<file path="src/rtl/core/montgomery_multiplier_carry_save_macros.svh">
// ----------------------------------------------------------------------------
// Assertion macros for the Montgomery multiplier
// Shared concurrent assertion forms, clocked on clk, held off during reset.
// ----------------------------------------------------------------------------
`ifndef MONTGOMERY_MULTIPLIER_CARRY_SAVE_MACROS_SVH
`define MONTGOMERY_MULTIPLIER_CARRY_SAVE_MACROS_SVH

// same-cycle implication
`define MMCS_ASSERT_SAME(label, ante, cons, msg) \
  label: assert property (@(posedge clk) disable iff (!rst_n) (ante) |-> (cons)) \
    else $error(msg);

// next-cycle implication
`define MMCS_ASSERT_NEXT(label, ante, cons, msg) \
  label: assert property (@(posedge clk) disable iff (!rst_n) (ante) |=> (cons)) \
    else $error(msg);

`endif

</file>
<file path="src/rtl/core/mmcs_pkg.sv">
// ----------------------------------------------------------------------------
// Montgomery multiplier package
// Datapath widths, reset value of the modulus and the word passed between cells.
// ----------------------------------------------------------------------------
package mmcs_pkg;

  localparam int WIDTH   = 32;
  localparam int FIELD_W = 31;
  // carry-save datapath width: wide enough for the scan width and the operands
  localparam int DW      = (WIDTH > FIELD_W) ? WIDTH : FIELD_W;
  // resolved value 2*carry + sum
  localparam int PW      = DW + 2;

  localparam logic [DW-1:0]      DP_MASK     = {DW{1'b1}} >> (DW - WIDTH);
  localparam logic [FIELD_W-1:0] MODULUS_RST = FIELD_W'(7);

  typedef struct packed {
    logic [FIELD_W-1:0] a_rest;
    logic [FIELD_W-1:0] b;
    logic [DW-1:0]      sum;
    logic [DW-1:0]      carry;
  } mmcs_word_t;

endpackage

</file>
<file path="src/rtl/core/mmcs_cell.sv">
// ----------------------------------------------------------------------------
// Montgomery iteration cell
// One radix-2 step on the carry-save pair: add b on the scanned bit, add the
// modulus when odd, halve; registers the word and hands it to the next cell.
// ----------------------------------------------------------------------------
module mmcs_cell (
  input  logic                                clk,
  input  logic                                rst_n,
  input  logic [mmcs_pkg::FIELD_W-1:0]        modulus,
  input  logic                                up_valid,
  output logic                                up_ready,
  input  mmcs_pkg::mmcs_word_t                up_word,
  output logic                                dn_valid,
  input  logic                                dn_ready,
  output mmcs_pkg::mmcs_word_t                dn_word
);

  logic                         valid_r, valid_nxt;
  mmcs_pkg::mmcs_word_t         word_r, word_nxt;

  logic [mmcs_pkg::DW-1:0] b_ext, m_ext;
  logic [mmcs_pkg::DW-1:0] cs, gen, prop, sum1, carry1;
  logic [mmcs_pkg::DW-1:0] addend, g, h, g2, s2, g3;

  assign b_ext = mmcs_pkg::DW'(up_word.b);
  assign m_ext = mmcs_pkg::DW'(modulus);

  always_comb begin
    // conditional add of b on the scanned bit of a
    cs   = (up_word.carry << 1) & mmcs_pkg::DP_MASK;
    gen  = up_word.sum & b_ext;
    prop = up_word.sum ^ b_ext;
    if (up_word.a_rest[0]) begin
      sum1   = cs ^ prop;
      carry1 = gen | (cs & prop);
    end else begin
      sum1   = up_word.sum;
      carry1 = up_word.carry;
    end
    // add the modulus when odd, then halve
    addend = sum1[0] ? m_ext : '0;
    g      = sum1 & addend;
    h      = ((sum1 ^ addend) & mmcs_pkg::DP_MASK) >> 1;
    g2     = h & g;
    s2     = h ^ g;
    g3     = carry1 & s2;

    word_nxt.a_rest = up_word.a_rest >> 1;
    word_nxt.b      = up_word.b;
    word_nxt.sum    = carry1 ^ s2;
    word_nxt.carry  = g2 | g3;
  end

  assign up_ready  = !valid_r || dn_ready;
  assign valid_nxt = up_ready ? up_valid : valid_r;

  always_ff @(posedge clk) begin
    if (!rst_n) begin
      valid_r <= 1'b0;
    end else begin
      valid_r <= valid_nxt;
    end
  end

  always_ff @(posedge clk) begin
    if (up_valid && up_ready) begin
      word_r <= word_nxt;
    end
  end

  assign dn_valid = valid_r;
  assign dn_word  = word_r;

endmodule

</file>
<file path="config.mk">
export PLATFORM = sky130hd
export DESIGN_NAME = mmcs_cell
export DESIGN_NICKNAME = d
export VERILOG_FILES = /design/src/rtl/core/montgomery_multiplier_carry_save_macros.svh /design/src/rtl/core/mmcs_pkg.sv /design/src/rtl/core/mmcs_cell.sv
export SDC_FILE = /design/constraint.sdc
export NUM_CORES = 1
export LEC_CHECK = 0
export ABC_AREA = 1
export BUFFER_PORTS_ARGS = -buffer_cell sky130_fd_sc_hd__buf_2
export CORE_ASPECT_RATIO = 1.2
export CORE_MARGIN = 2
export CORE_UTILIZATION = 50
export CTS_BUF_LIST = sky130_fd_sc_hd__clkbuf_2 sky130_fd_sc_hd__clkbuf_4 sky130_fd_sc_hd__clkbuf_8
export CTS_CLUSTER_DIAMETER = 40
export DETAILED_ROUTE_END_ITERATION = 7
export GPL_TIMING_DRIVEN = 1
export HOLD_SLACK_MARGIN = 0.12
export PLACE_DENSITY = 0.94
export SETUP_SLACK_MARGIN = 0.1
export SLEW_MARGIN = 10
export SYNTH_ARGS = -nofsm -noshare
export SYNTH_HDL_FRONTEND = slang
export SYNTH_SLANG_ARGS = --single-unit
</file>
<file path="constraint.sdc">
create_clock -name clk -period 10.2 [get_ports clk]
set_input_delay 2.55 -clock clk [delete_from_list [all_inputs] [get_ports clk]]
set_output_delay 2.55 -clock clk [all_outputs]
set_load 0.05 [all_outputs]
</file>
==> flow_summary.yaml <==
status:
  status: "completed"
route:
  drc_errors: 0
  viasPerCell: 4.72
  first_iter_violations: 386
  drtPass1Iterations: 5
  vias: 5324
  routedWlPerCell_um: 15.4
  routed_wl_um: 17400
  antenna_left: 0
timing:
  slew_headroom_pct: 36.9
  tns_ns: 0
  worst_pin_slew_ns: 0.946
  finalCriticalPeriod_ns: 5.60
  final_max_slew_viol_count: 0
  hold_viol_final: 0
  fmax_mhz: 178
  period_share_pct: 54.9
  skew_ns: 0.00985
  setup_violations: 0
  rsz0062_at_grt: "false"
floorplan:
  core_um2: 14300
  initial_core_util_pct: 50.8
  die_h_um: 136
  die_w_um: 114
  rows: 48
  io_pins: 289
  dieArea_um2: 15500
yosys:
  ys_seq_area_share_pct: 51.5
  postSynthCellCount: 648
  netlist_area_um2: 7270
  yosys_warnings: 0
  synth_edf_count: 124
  syn_area_per_cell_um2: 11.2
  ys_ff_latch: 125
  synth_cell_types: 18
  synthFlopType: "edfxtp_1"
  async_flop_share_pct: 0
global_route:
  grt_pass1_wl_um: 26600
  antenna_found_initial: 2
  track_usage_pct: 22.7
  grt_pass1_vias: 5742
  grt_max_degree: 75
  gr-total-overflow: 0
cells_and_area:
  syn2layout_area_growth_pct: 27.5
  layout-drive-gt1-share_pct: 37.6
  final_nets: 1193
worst_hold_path:
  hold_class: "register to register"
  worstHoldPathCells: 2
clock_network:
  cts_tree: "yes"
  clock_sinks: 125
  cts_max_path_buffers: 2
  post_cts_resized: 0
  clockRootBuffer: "clkbuf_8"
  clk_pin_slew_ns: 0.08
  numCtsBuffers: 17
  holdBufCountCts: 0
  clk_latency_ns: 0.44
  post_cts_buffers: 0
  h-tree-depth: 4
setup_path:
  cp_common_cell: "buf_2"
  worstPathRequired_ns: 7.65
  path_max_fanout: 2
  cp.arrival_ns: 3.05
  reg2regPathDepth: 3
  path_class: "primary input to output port"
  critPathCaptureType: "output port"
  critPathSlowestCell: "buf_2"
  slowest_delay_ns: 0.22
  cp_cell_sequence: "buf_2, inv_1, nand2_1, buf_2"
  worstSetupStartpointType: "primary input"
pwr:
  total_power_mw: 1.63
  peakVddDrop_mv: 0.0953
  pwr_density_cell_nw_per_um2: 176
  p_leak_nw: 4.87
place:
  globalplace.congestion: 0.827
  io_buffers: 286
  post-dp-hpwl_um: 13500
job:
  maxCapViolCount: 0
## metrics by stage
step                worst slack, ns  hold slack, ns  util [%]  cells  cell area (um2)
global placement               4.44           0.512      61.6   1095             8810
detailed placement             4.26           0.556      61.6   1095             8810
global route                   4.49           0.582      64.8   1129             9270
CTS                            4.60           0.567      64.8   1127             9260
finish                         4.60           0.567      64.8   1129             9270
floorplan                     0.989            1.07         -    649             7270
## layer usage
metal / share of wire [%] / global-route usage [%] / wire length [um] / vias up
met5: 0 / 0 / 0 / -
met4: 3.5 / 12.0 / 607 / 0
met3: 9.0 / 7.85 / 1570 / 46
met2: 56 / 42.7 / 9710 / 259
met1: 32 / 21.2 / 5540 / 2515
li1: - / - / - / 2504
## sequential cells by signal (all words and copies together), names as in the netlist
| register | flops |
|---|---|
| dn_word | 124 |
| dn_valid | 1 |
## cell usage after synthesis (2+ instances only)
| cell type | n | area, um2 |
|---|---|---|
| a21oi_1 | 2 | 10.0 |
| buf_2 | 7 | 35.0 |
| buf_4 | 2 | 15.0 |
| buf_6 | 8 | 90.1 |
| clkbuf_2 | 2 | 10.0 |
| edfxtp_1 | 124 | 3720 |
| fa_1 | 61 | 1220 |
| ha_1 | 32 | 400 |
| inv_1 | 244 | 916 |
| nand2_1 | 69 | 259 |
| nor2_1 | 30 | 113 |
| o21ai_0 | 29 | 145 |
| o21ai_2 | 32 | 280 |
| or2_2 | 2 | 12.5 |
## final cells by class
class                   count  area, um2
multi-input cells         260       2460
diodes                      2       5.00
fillers                  1054       5030
inverters                 245        922
repair buffers            290       1460
flip-flops and latches    125       3740
clock buffers              18        241
well taps                 175        219
clock inverters            14        208
## path summary, 6_finish.rpt
kind	startpoint	endpoint	slack, ns
worst max-delay path	dn_ready	up_ready	4.60
worst min-delay path	dn_valid	dn_valid	0.57
worst max register to register	dn_valid	dn_word[63]	7.85
worst min register to register	dn_valid	dn_valid	0.57
## placed cells by master, fill, tap and decap left out, types with 2 or more instances in the layout
master | netlist | routed
fa_1 | 61 | 61
inv_1 | 244 | 244
bufinv_16 | 0 | 4
clkbuf_8 | 0 | 17
o21ai_0 | 29 | 29
buf_2 | 7 | 286
inv_6 | 0 | 5
diode_2 | 0 | 2
conb_1 | 1 | 2
ha_1 | 32 | 32
buf_4 | 2 | 4
or2_2 | 2 | 2
nand2_1 | 69 | 69
clkinv_4 | 0 | 2
clkinvlp_4 | 0 | 2
nor2_1 | 30 | 30
edfxtp_1 | 124 | 124
o21ai_2 | 32 | 32
## power breakdown
part / internal [mW] / switching [mW]
logic: 0.130 / 0.352
clock network: 0.275 / 0.220
registers: 0.641 / 0.0140
## worst max-delay path, delay by kind of cell
family / cells / cell delay [ns]
buffers and inverters: 3 / 0.41
AND/OR/NAND/NOR: 1 / 0.09
## cell families (layout without fill, tap and decap cells)
kind of cell               Yosys count  after routing  share of synthesized area, %
buffers and inverters              264            567                          14.8
AOI/OAI and AO/OA                   63             63                          5.99
adders and majority gates           93             93                          22.3
DFF                                125            125                          51.5
other                                1              4                        0.0516
and+or+nand+nor                    102            102                          5.36
Note: power is estimated with default switching activity, not from simulation.
