**config.mk**
```make
export PLATFORM = sky130hd
export DESIGN_NAME = mmcs_reduce
export DESIGN_NICKNAME = d
export VERILOG_FILES = /design/src/rtl/core/montgomery_multiplier_carry_save_macros.svh /design/src/rtl/core/mmcs_pkg.sv /design/src/rtl/core/mmcs_reduce.sv
export SDC_FILE = /design/constraint.sdc
export NUM_CORES = 1
export LEC_CHECK = 0
export ABC_AREA = 1
export BUFFER_PORTS_ARGS = -buffer_cell sky130_fd_sc_hd__buf_2
export CAP_MARGIN = 20
export CORE_ASPECT_RATIO = 1.1
export CORE_MARGIN = 1.5
export CORE_UTILIZATION = 30
export DETAILED_ROUTE_END_ITERATION = 6
export SKIP_CTS_REPAIR_TIMING = 1
export SLEW_MARGIN = 20
export SYNTH_ARGS = -nofsm -noshare
export SYNTH_HDL_FRONTEND = slang
export SYNTH_SLANG_ARGS = --single-unit
```
**constraint.sdc**
```tcl
create_clock -name clk -period 7.04 [get_ports clk]
set_input_delay 0.704 -clock clk [delete_from_list [all_inputs] [get_ports clk]]
set_output_delay 0.704 -clock clk [all_outputs]
set_load 0.02 [all_outputs]
```
**src/rtl/core/montgomery_multiplier_carry_save_macros.svh**
```systemverilog
// ----------------------------------------------------------------------------
// Assertion macros for the Montgomery multiplier
// Shared concurrent assertion forms, clocked on clk, held off during reset.
// ----------------------------------------------------------------------------
`ifndef MONTGOMERY_MULTIPLIER_CARRY_SAVE_MACROS_SVH
`define MONTGOMERY_MULTIPLIER_CARRY_SAVE_MACROS_SVH

// same-cycle implication
`define MMCS_ASSERT_SAME(label, ante, cons, msg) \
  label: assert property (@(posedge clk) disable iff (!rst_n) (ante) |-> (cons)) \
    else $error(msg);

// next-cycle implication
`define MMCS_ASSERT_NEXT(label, ante, cons, msg) \
  label: assert property (@(posedge clk) disable iff (!rst_n) (ante) |=> (cons)) \
    else $error(msg);

`endif

```
**src/rtl/core/mmcs_pkg.sv**
```systemverilog
// ----------------------------------------------------------------------------
// Montgomery multiplier package
// Datapath widths, reset value of the modulus and the word passed between cells.
// ----------------------------------------------------------------------------
package mmcs_pkg;

  localparam int WIDTH   = 32;
  localparam int FIELD_W = 31;
  // carry-save datapath width: wide enough for the scan width and the operands
  localparam int DW      = (WIDTH > FIELD_W) ? WIDTH : FIELD_W;
  // resolved value 2*carry + sum
  localparam int PW      = DW + 2;

  localparam logic [DW-1:0]      DP_MASK     = {DW{1'b1}} >> (DW - WIDTH);
  localparam logic [FIELD_W-1:0] MODULUS_RST = FIELD_W'(7);

  typedef struct packed {
    logic [FIELD_W-1:0] a_rest;
    logic [FIELD_W-1:0] b;
    logic [DW-1:0]      sum;
    logic [DW-1:0]      carry;
  } mmcs_word_t;

endpackage

```
**src/rtl/core/mmcs_reduce.sv**
```systemverilog
// ----------------------------------------------------------------------------
// Montgomery result reduction
// Resolves 2*carry + sum, then subtracts the modulus once if not below it.
// Two registered stages; the second is the output register.
// ----------------------------------------------------------------------------
module mmcs_reduce (
  input  logic                           clk,
  input  logic                           rst_n,
  input  logic [mmcs_pkg::FIELD_W-1:0]   modulus,
  input  logic                           up_valid,
  output logic                           up_ready,
  input  logic [mmcs_pkg::DW-1:0]        sum,
  input  logic [mmcs_pkg::DW-1:0]        carry,
  output logic                           out_valid,
  input  logic                           out_ready,
  output logic [mmcs_pkg::FIELD_W-1:0]   product
);

  logic                          p_valid_r, p_valid_nxt;
  logic [mmcs_pkg::PW-1:0]       p_r, p_nxt;
  logic                          p_ready;
  logic                          out_valid_r, out_valid_nxt;
  logic [mmcs_pkg::FIELD_W-1:0]  product_r, product_nxt;
  logic [mmcs_pkg::PW:0]         diff;
  logic [mmcs_pkg::PW-1:0]       reduced;

  assign p_nxt = mmcs_pkg::PW'({carry, 1'b0}) + mmcs_pkg::PW'(sum);

  // borrow out of the subtract means p is below the modulus
  assign diff        = {1'b0, p_r} - (mmcs_pkg::PW + 1)'(modulus);
  assign reduced     = diff[mmcs_pkg::PW] ? p_r : diff[mmcs_pkg::PW-1:0];
  assign product_nxt = reduced[mmcs_pkg::FIELD_W-1:0];

  assign p_ready       = !out_valid_r || out_ready;
  assign up_ready      = !p_valid_r || p_ready;
  assign p_valid_nxt   = up_ready ? up_valid : p_valid_r;
  assign out_valid_nxt = p_ready ? p_valid_r : out_valid_r;

  always_ff @(posedge clk) begin
    if (!rst_n) begin
      p_valid_r   <= 1'b0;
      out_valid_r <= 1'b0;
    end else begin
      p_valid_r   <= p_valid_nxt;
      out_valid_r <= out_valid_nxt;
    end
  end

  always_ff @(posedge clk) begin
    if (up_valid && up_ready) begin
      p_r <= p_nxt;
    end
    if (p_valid_r && p_ready) begin
      product_r <= product_nxt;
    end
  end

  assign out_valid = out_valid_r;
  assign product   = product_r;

endmodule

```
==> results of run 1 <==
-- metal layers --
layer / global-route usage [%] / wire length (um) / vias to the layer above
li1: - / - / 3588
met1: 22.2 / 9260 / 2993
met2: 30.0 / 9430 / 175
met3: 1.96 / 857 / 30
met4: 5.54 / 450 / 0
met5: 0 / 0 / -
-- flip-flops by register name, indices dropped and copies added (netlist names) --
name / flops
out_valid: 1
p_r: 34
p_valid_r: 1
product: 31
-- cell families (layout without fill, tap and decap cells) --
logic type | Yosys count | in the layout | share of synthesized area [%]
xor gates and xnor gates | 34 | 34 | 4.30
and+or+nand+nor | 577 | 577 | 36.7
buffers and inverters | 172 | 312 | 9.93
AOI/OAI and AO/OA | 110 | 110 | 8.49
DFF | 67 | 67 | 28.8
adders and majority gates | 64 | 64 | 11.8
-- through the flow --
stage	std cells	setup WS (ns)
global placement	1447	4.08
CTS	1463	4.35
global route	1464	4.12
detailed placement	1447	3.99
floorplan	1024	4.33
finish	1464	4.33
-- cell usage after synthesis, drive strengths merged --
cell type | number | share of area, %
a21o | 4 | 0.43
a21oi | 69 | 5.0
and2 | 11 | 0.99
and3 | 1 | 0.090
buf | 9 | 1.1
dfxtp | 2 | 0.58
edfxtp | 65 | 28
fa | 2 | 0.58
ha | 62 | 11
inv | 163 | 8.8
nand2 | 359 | 20
nand3 | 97 | 8.2
nand3b | 7 | 0.76
nand4 | 12 | 1.1
nor2 | 78 | 4.7
nor3 | 9 | 0.72
nor4 | 1 | 0.090
o211ai | 1 | 0.11
o21a | 6 | 0.65
o21ai | 27 | 2.0
o21bai | 2 | 0.22
o22ai | 1 | 0.090
or2 | 2 | 0.18
xnor2 | 2 | 0.25
xor2 | 32 | 4.0
-- area by class of cell --
class	count	area [sq um]	share of cell area, %
Multi-Input combinational cell	785	4260	51.6
Sequential cell	67	1990	24.2
Timing Repair Buffer	133	691	8.38
Inverter	163	612	7.42
Tap cell	300	375	4.55
Clock buffer	10	229	2.78
Clock inverter	6	90.1	1.09
-- power by group --
part	leakage [nW]	internal, mW	switching [mW]	total, mW
clock network	0.153	0.311	0.177	0.488
registers	0.641	0.518	0.0305	0.548
logic	3.55	0.245	0.441	0.686
-- final timing paths --
check | start | end | slack, ns
worst min register to register | out_valid | out_valid | 0.52
worst min-delay path | out_valid | out_valid | 0.52
worst max-delay path | modulus[20] | product[0] | 4.33
worst max register to register | p_r[21] | product[0] | 4.36
-- critical path, delay by kind of cell --
family                     cells  cell delay [ns]
buffers and inverters          3             0.18
AOI/OAI and AO/OA              2             0.29
adders and majority gates      1             0.37
and+or+nand+nor                7             1.20
-- cell usage in the layout (no fill, tap or decap), drive strengths merged, types with 2 or more instances in the layout --
cell type and count:
nand2 359, o21a 6, o21bai 2, nand4 12, and2 11, or2 2
xor2 32, edfxtp 65, inv 163, nor2 78, clkbuf 10, nand3 97
xnor2 2, buf 133, bufinv 2, dfxtp 2, nor3 9, fa 2
o21ai 27, ha 62, clkinv 3, a21oi 69, nand3b 7, a21o 4
==> metrics.md, run 1 <==
| Metric | Value |
|---|---|
| Total of warnings raised by yosys | 0 |
| Slew Limit Fails | 0 |
| Fmax | 0.369 GHz |
| Worst EP required | 7.12 ns |
| Distinct cells, synth | 37 |
| Area growth from synthesis to layout | 19.1% |
| Worst slew pin tran | around 0.54 ns |
| Final setup fails | 0 |
| Most used cell, CP | nand2_1 |
| Global Route Usage Sum | 17.2% |
| Initial antenna violation count | 0 |
| WL final | 20000 um |
| RSZ-0062 raised after global routing | false |
| Final hold violation count | 0 |
| Final weighted congestion in routability-driven placement | 0.898 |
| Largest net degree at the start of global routing | 35 |
| Die width | about 150 um |
| Yosys reg bits | 67 |
| Layout cell share with drive strength beyond 1 | 16.2% |
| Final core utilization | 36.2% |
| ANT nets after route | 0 |
| CTS Buf Count | 9 |
| Rel. slew slack | 64.0% |
| Status | complete, no violations |
| Initial DRC Count | approximately 380 |
| Final setup TNS | 0 ns |
| Clk root buf | clkbuf_16 |
| Clock Tree Buf Depth | 2 |
| Core box area | about 23000 sq um |
| Final period util | 38.5% |
| Hold WS | 0.522 ns |
| Cells on worst reg2reg path | 11 |
| Routed vias/inst | approximately 4.6 |
| CTS sink cnt | 67 |
| N_diodes | 0 |
| Final Skew | 0.0106 ns |
| Final #Nets | around 1300 |
| Fill count | 2488 |
| Crit path DAT | about 2.8 ns |
| CTS tree | done |
| Pwr Density | 209 nW/um^2 |
| Area after DPL | 7900 sq um |
| CP peak stage delay | 0.41 ns |
| IO Port Bufs | 131 |
| Crit-path max FO | 32 |
| Synthesized instance count | ~1000 |
| Vias | 6786 |
| Max VDD drop | 0.000124 V |
| Min Tclk post-route | 2.71 ns |
| Design area | about 8200 sq um |
| DRT Pass-1 Iters | 5 |
| Startpoint Class | input port |
| Placement row count | 58 |
| Syn_area_per_cell | about 6.8 sq um |
| Hold/Removal Path Class | reg2reg |
| Maxcap violations | 0 |
| # IOs | around 130 |
| Crit-path cells | buf_2 > inv_1 > ha_1 > nand2_1 > inv_2 > nand2_1 > nand3_1 > a21oi_2 > nor2_2 > nor2_8 > nand2_8 > nand2_1 > o21ai_0 |
| Slowest CP cell | nor2_8 |
| Die Y | roughly 160 um |
| Detailed-route DRC error count | 0 |
| Starting Density | 30.4% |
| Die ar. | between 20000 and 25000 sq um |
| Tot Pwr | 1.72 mW |
| H-tree lvl count | 3 |
| Vias in the first global route | 6683 |
| Drt wl/cell | 13.7 um |
| Seq/Total Area, Yosys | 28.8% |
| First-pass GRT wire length | 32600 um |
| Hold depth | 2 |
| Synth Cell Area | 6930 sq um |
| Syn_nets | 1187 |
| Critical path endpoint category | register |
| Clk_lat worst skew | roughly 0.34 ns |
| Pleak | 4.34 nW |
| Clock transition at the registers of the reported paths | 0.06 ns |
| GR Overflow Total | 0 |
| Worst Path Class, Setup | in2reg |
| DP HPWL | 16800 um |
Power figures use the tool's default switching activity.
==> run 2, diff against run 1 <==
--- a/config.mk
+++ b/config.mk
@@ -5,7 +5,7 @@
 export SDC_FILE = /design/constraint.sdc
 export NUM_CORES = 1
 export LEC_CHECK = 0
-export ABC_AREA = 1
+export ABC_AREA = 0
 export BUFFER_PORTS_ARGS = -buffer_cell sky130_fd_sc_hd__buf_2
 export CAP_MARGIN = 20
 export CORE_ASPECT_RATIO = 1.1
==> constraint.sdc (replaced) <==
create_clock -name clk -period 2.3 [get_ports clk]
set_input_delay 0.23 -clock clk [delete_from_list [all_inputs] [get_ports clk]]
set_output_delay 0.23 -clock clk [all_outputs]
set_load 0.02 [all_outputs]
==> run 2 against run 1 <==
The run now ends with negative setup slack left. Non-clock buffer count grew 167. Combinational power grew to 3.9 times the previous value. Total power rose to 3.3 times the previous value. Final area rose by 4.7%. Clock-buffer cell count unchanged. Via count shrank 20%. Synthesized cell count shrank 40%.
==> metrics.md, run 2 <==
| Metric | Value |
|---|---|
| Status | finished, violations left |
| Failing checks | negative setup slack |
| Worst EP required | 2.38 ns (-4.74 ns) |
| Die width | 138 um (-6.9%) |
| Final Skew | 0.0117 ns (+0.00106 ns) |
| Final worst slack | -0.809 ns (-5.14 ns) |
| Tot Pwr | 5.69 mW (+230%) |
| Global Route Usage Sum | 15.1% (-2.1 points) |
| Layout cell share with drive strength beyond 1 | 42.2% (+26 points) |
| Main synth FF type | edfxtp_1 |
| Clock Tree Buf Depth | 2 (unchanged) |
| Core box area | 19700 sq um (-13%) |
| Synthesized instance count | 613 (-40%) |
| Pre-CTS setup slack | -0.765 ns (-4.75 ns) |
| Die ar. | 20800 sq um (-13%) |
| DP HPWL | 13000 um (-22%) |
| Final period util | 135% |
| WL final | 16000 um (-20%) |
| CP peak stage delay | 0.41 ns (about the same) |
| Crit path DAT | 3.19 ns (+0.40 ns) |
| Hold/Removal Path Class | in2reg |
| Number of flops mapped to enable cells by yosys | 65 (unchanged) |
| Worst Path Class, Setup | reg2reg |
| Routed vias/inst | 4.68 (+0.86%) |
| Fill count | 1931 (-22%) |
| CTS Buf Count | 9 (unchanged) |
| Largest net degree at the start of global routing | 35 (unchanged) |
| Crit-path cells | inv_2 > ha_4 > inv_2 > fa_2 > a21oi_4 > o211ai_2 > a211oi_2 > buf_4 > a2111oi_4 > o21ai_2 > nand2_2 > a41oi_4 > buf_12 > clkbuf_16 > mux2_4 |
| Final setup TNS | -23.93 ns (-23.93 ns) |
| Final setup fails | 31 (+31) |
| Die Y | 151 um (-6.9%) |
| Clk root buf | clkbuf_16 |
| Top cell type's share of synthesized area | 32.6% (+4.4 points) |
| N_diodes | 0 (unchanged) |
| Maxcap violations | 0 (unchanged) |
| # IOs | 132 (unchanged) |
| Worst slew pin tran | 0.457 ns (-0.0828 ns) |
| Vias in the first global route | 5356 (-20%) |
| Final core utilization | 43.8% (+7.6 points) |
| GR Overflow Total | 0 (unchanged) |
| Yosys reg bits | 67 (unchanged) |
| CTS sink cnt | 67 (unchanged) |
| Slowest CP cell | fa_2 |
| Largest register FFs | 34 (unchanged) |
| Synth top area cells | edfxtp_1, ha_1, mux2_4, xnor2_1, a21oi_1 |
| DRT Pass-1 Iters | 4 (-1) |
| Commonest non-fill, non-tap cell in the layout | buf_4 |
| Clock transition at the registers of the reported paths | 0.06 ns (about the same) |
| IO Port Bufs | 131 (unchanged) |
| Min Tclk post-route | 3.11 ns |
| Clk_lat worst skew | 0.34 ns (about the same) |
| Final weighted congestion in routability-driven placement | 0.880 (-2.0%) |
| Most used cell, CP | inv_2 |
| Synth async-reset ratio | 0% (unchanged) |
| Starting Density | 30.3% (-0.064 points) |
| Most frequent cells in the layout | buf_4, buf_2, edfxtp_1 |
| Syn_nets | 776 (-35%) |
| Startpoint Class | register |
| Placement row count | 54 (-6.9%) |
| Area growth from synthesis to layout | 44.3% |
| Drt wl/cell | 13.7 um (about the same) |
| Distinct cells, synth | 66 (+78%) |
| Synth cell count leaders | edfxtp_1, ha_1, a21oi_1 |
| Synth area leader | edfxtp_1 |
| Final hold violation count | 0 (unchanged) |
| Initial DRC Count | 296 (-22%) |
| Seq/Total Area, Yosys | 33.3% (+4.5 points) |
| Syn_area_per_cell | 9.76 sq um (+44%) |
| Crit-path max FO | 7 (-78%) |
| Area share of xor/xnor cells in the synthesized design | 7.46% (+3.2 points) |
| Largest family of logic cells by synthesized area | compound AO/OA/AOI/OAI gates |
| CTS tree | done |
| Top-count cell post-synth | edfxtp_1 |
| Detailed-route DRC error count | 0 (unchanged) |
| First-pass GRT wire length | 24700 um (-24%) |
| Post-Synth Simple-Gate Area | 12.7% (-24 points) |
| ANT nets after route | 0 (unchanged) |
| Post-synthesis mux area share | 7.55% (+7.5 points) |
| Pwr Density | 659 nW/um^2 (+220%) |
| Top reg by flops | p_r |
| Total of warnings raised by yosys | 0 (unchanged) |
| Rel. slew slack | 69.3% (+5.3 points) |
| Slew Limit Fails | 0 (unchanged) |
| Compound-Gate Fraction of Synth Area | 21.1% (+13 points) |
| Final #Nets | 1073 (-19%) |
| Adder-Cell Fraction of Synth Area | 13.6% (+1.9 points) |
| Fmax | 0.322 GHz |
| RSZ-0062 raised after global routing | true |
| Synth Cell Area | 5980 sq um (-14%) |
| Vias | 5456 (-20%) |
| Max VDD drop | 0.000432 V (+250%) |
| Pleak | 4.01 nW (-7.7%) |
| Initial antenna violation count | 0 (unchanged) |
| Critical path endpoint category | register |
| Non-filler cells, final | 1167 (-20%) |
| Inst Count DP | 1144 (-21%) |
| H-tree lvl count | 3 (unchanged) |
==> run 2: cell types whose count changed after synthesis, moves of 23 or more <==
cell and delta:
a21o_1 +23, inv_1 -111, mux2_4 +28, nand2_1 -319, nand3_1 -67, nor2_1 -26, xnor2_1 +36
==> run 2: worst paths after layout <==
check | start | end | slack [ns] | cells past startpoint
worst min-delay path | sum[0] | p_r[0] | 0.07 | 1
worst max-delay path | p_r[0] | product[20] | -0.81 | 15
worst max register to register | p_r[0] | product[20] | -0.81 | 15
worst min register to register | p_valid_r | out_valid | 0.52 | 1
==> run 2: cell families after synthesis <==
logic type,Yosys count
compound gates,187
xor+xnor,51
fa+ha+maj,64
buf+inv,60
flops,67
mux,31
simple gates,153
==> run 2: area by class of cell <==
cell class | count | area (sq um) | area share [%]
clock buffers | 10 | 239 | 2.77
well taps | 252 | 315 | 3.65
flip-flops and latches | 67 | 1990 | 23.1
inverters | 46 | 173 | 2.00
repair buffers | 300 | 2000 | 23.2
multi-input cells | 486 | 3870 | 44.8
clock inverters | 6 | 48.8 | 0.565
==> run 2: critical path, delay by kind of cell, from the launching register on <==
family                     cells  cell delay [ns]
adders and majority gates      2             0.54
DFF                            1             0.38
AOI/OAI and AO/OA              6             0.92
and+or+nand+nor                1             0.09
muxes                          1             0.30
buffers and inverters          5             0.62
==> run 2: per-stage QoR <==
step           area [sq um]  hold slack [ns]
3_5_place_dp           8130            0.414
2_1_floorplan          6000            0.329
3_3_place_gp           8130            0.412
4_1_cts                8420           0.0575
5_1_grt                8640           0.0561
6_report               8640           0.0675
==> run 2: power breakdown <==
part / internal, mW / switching [mW]
Sequential: 1.60 / 0.0782
Combinational: 1.47 / 1.23
Clock: 0.768 / 0.543
Total: 3.84 / 1.85
==> run 2: metal layers <==
layer	vias up	part of all wire, %	global-route usage, %
met5	-	0	0
met1	2472	47	19.5
met2	93	47	25.5
met4	0	2.4	5.74
met3	23	3.1	2.14
li1	2868	-	-
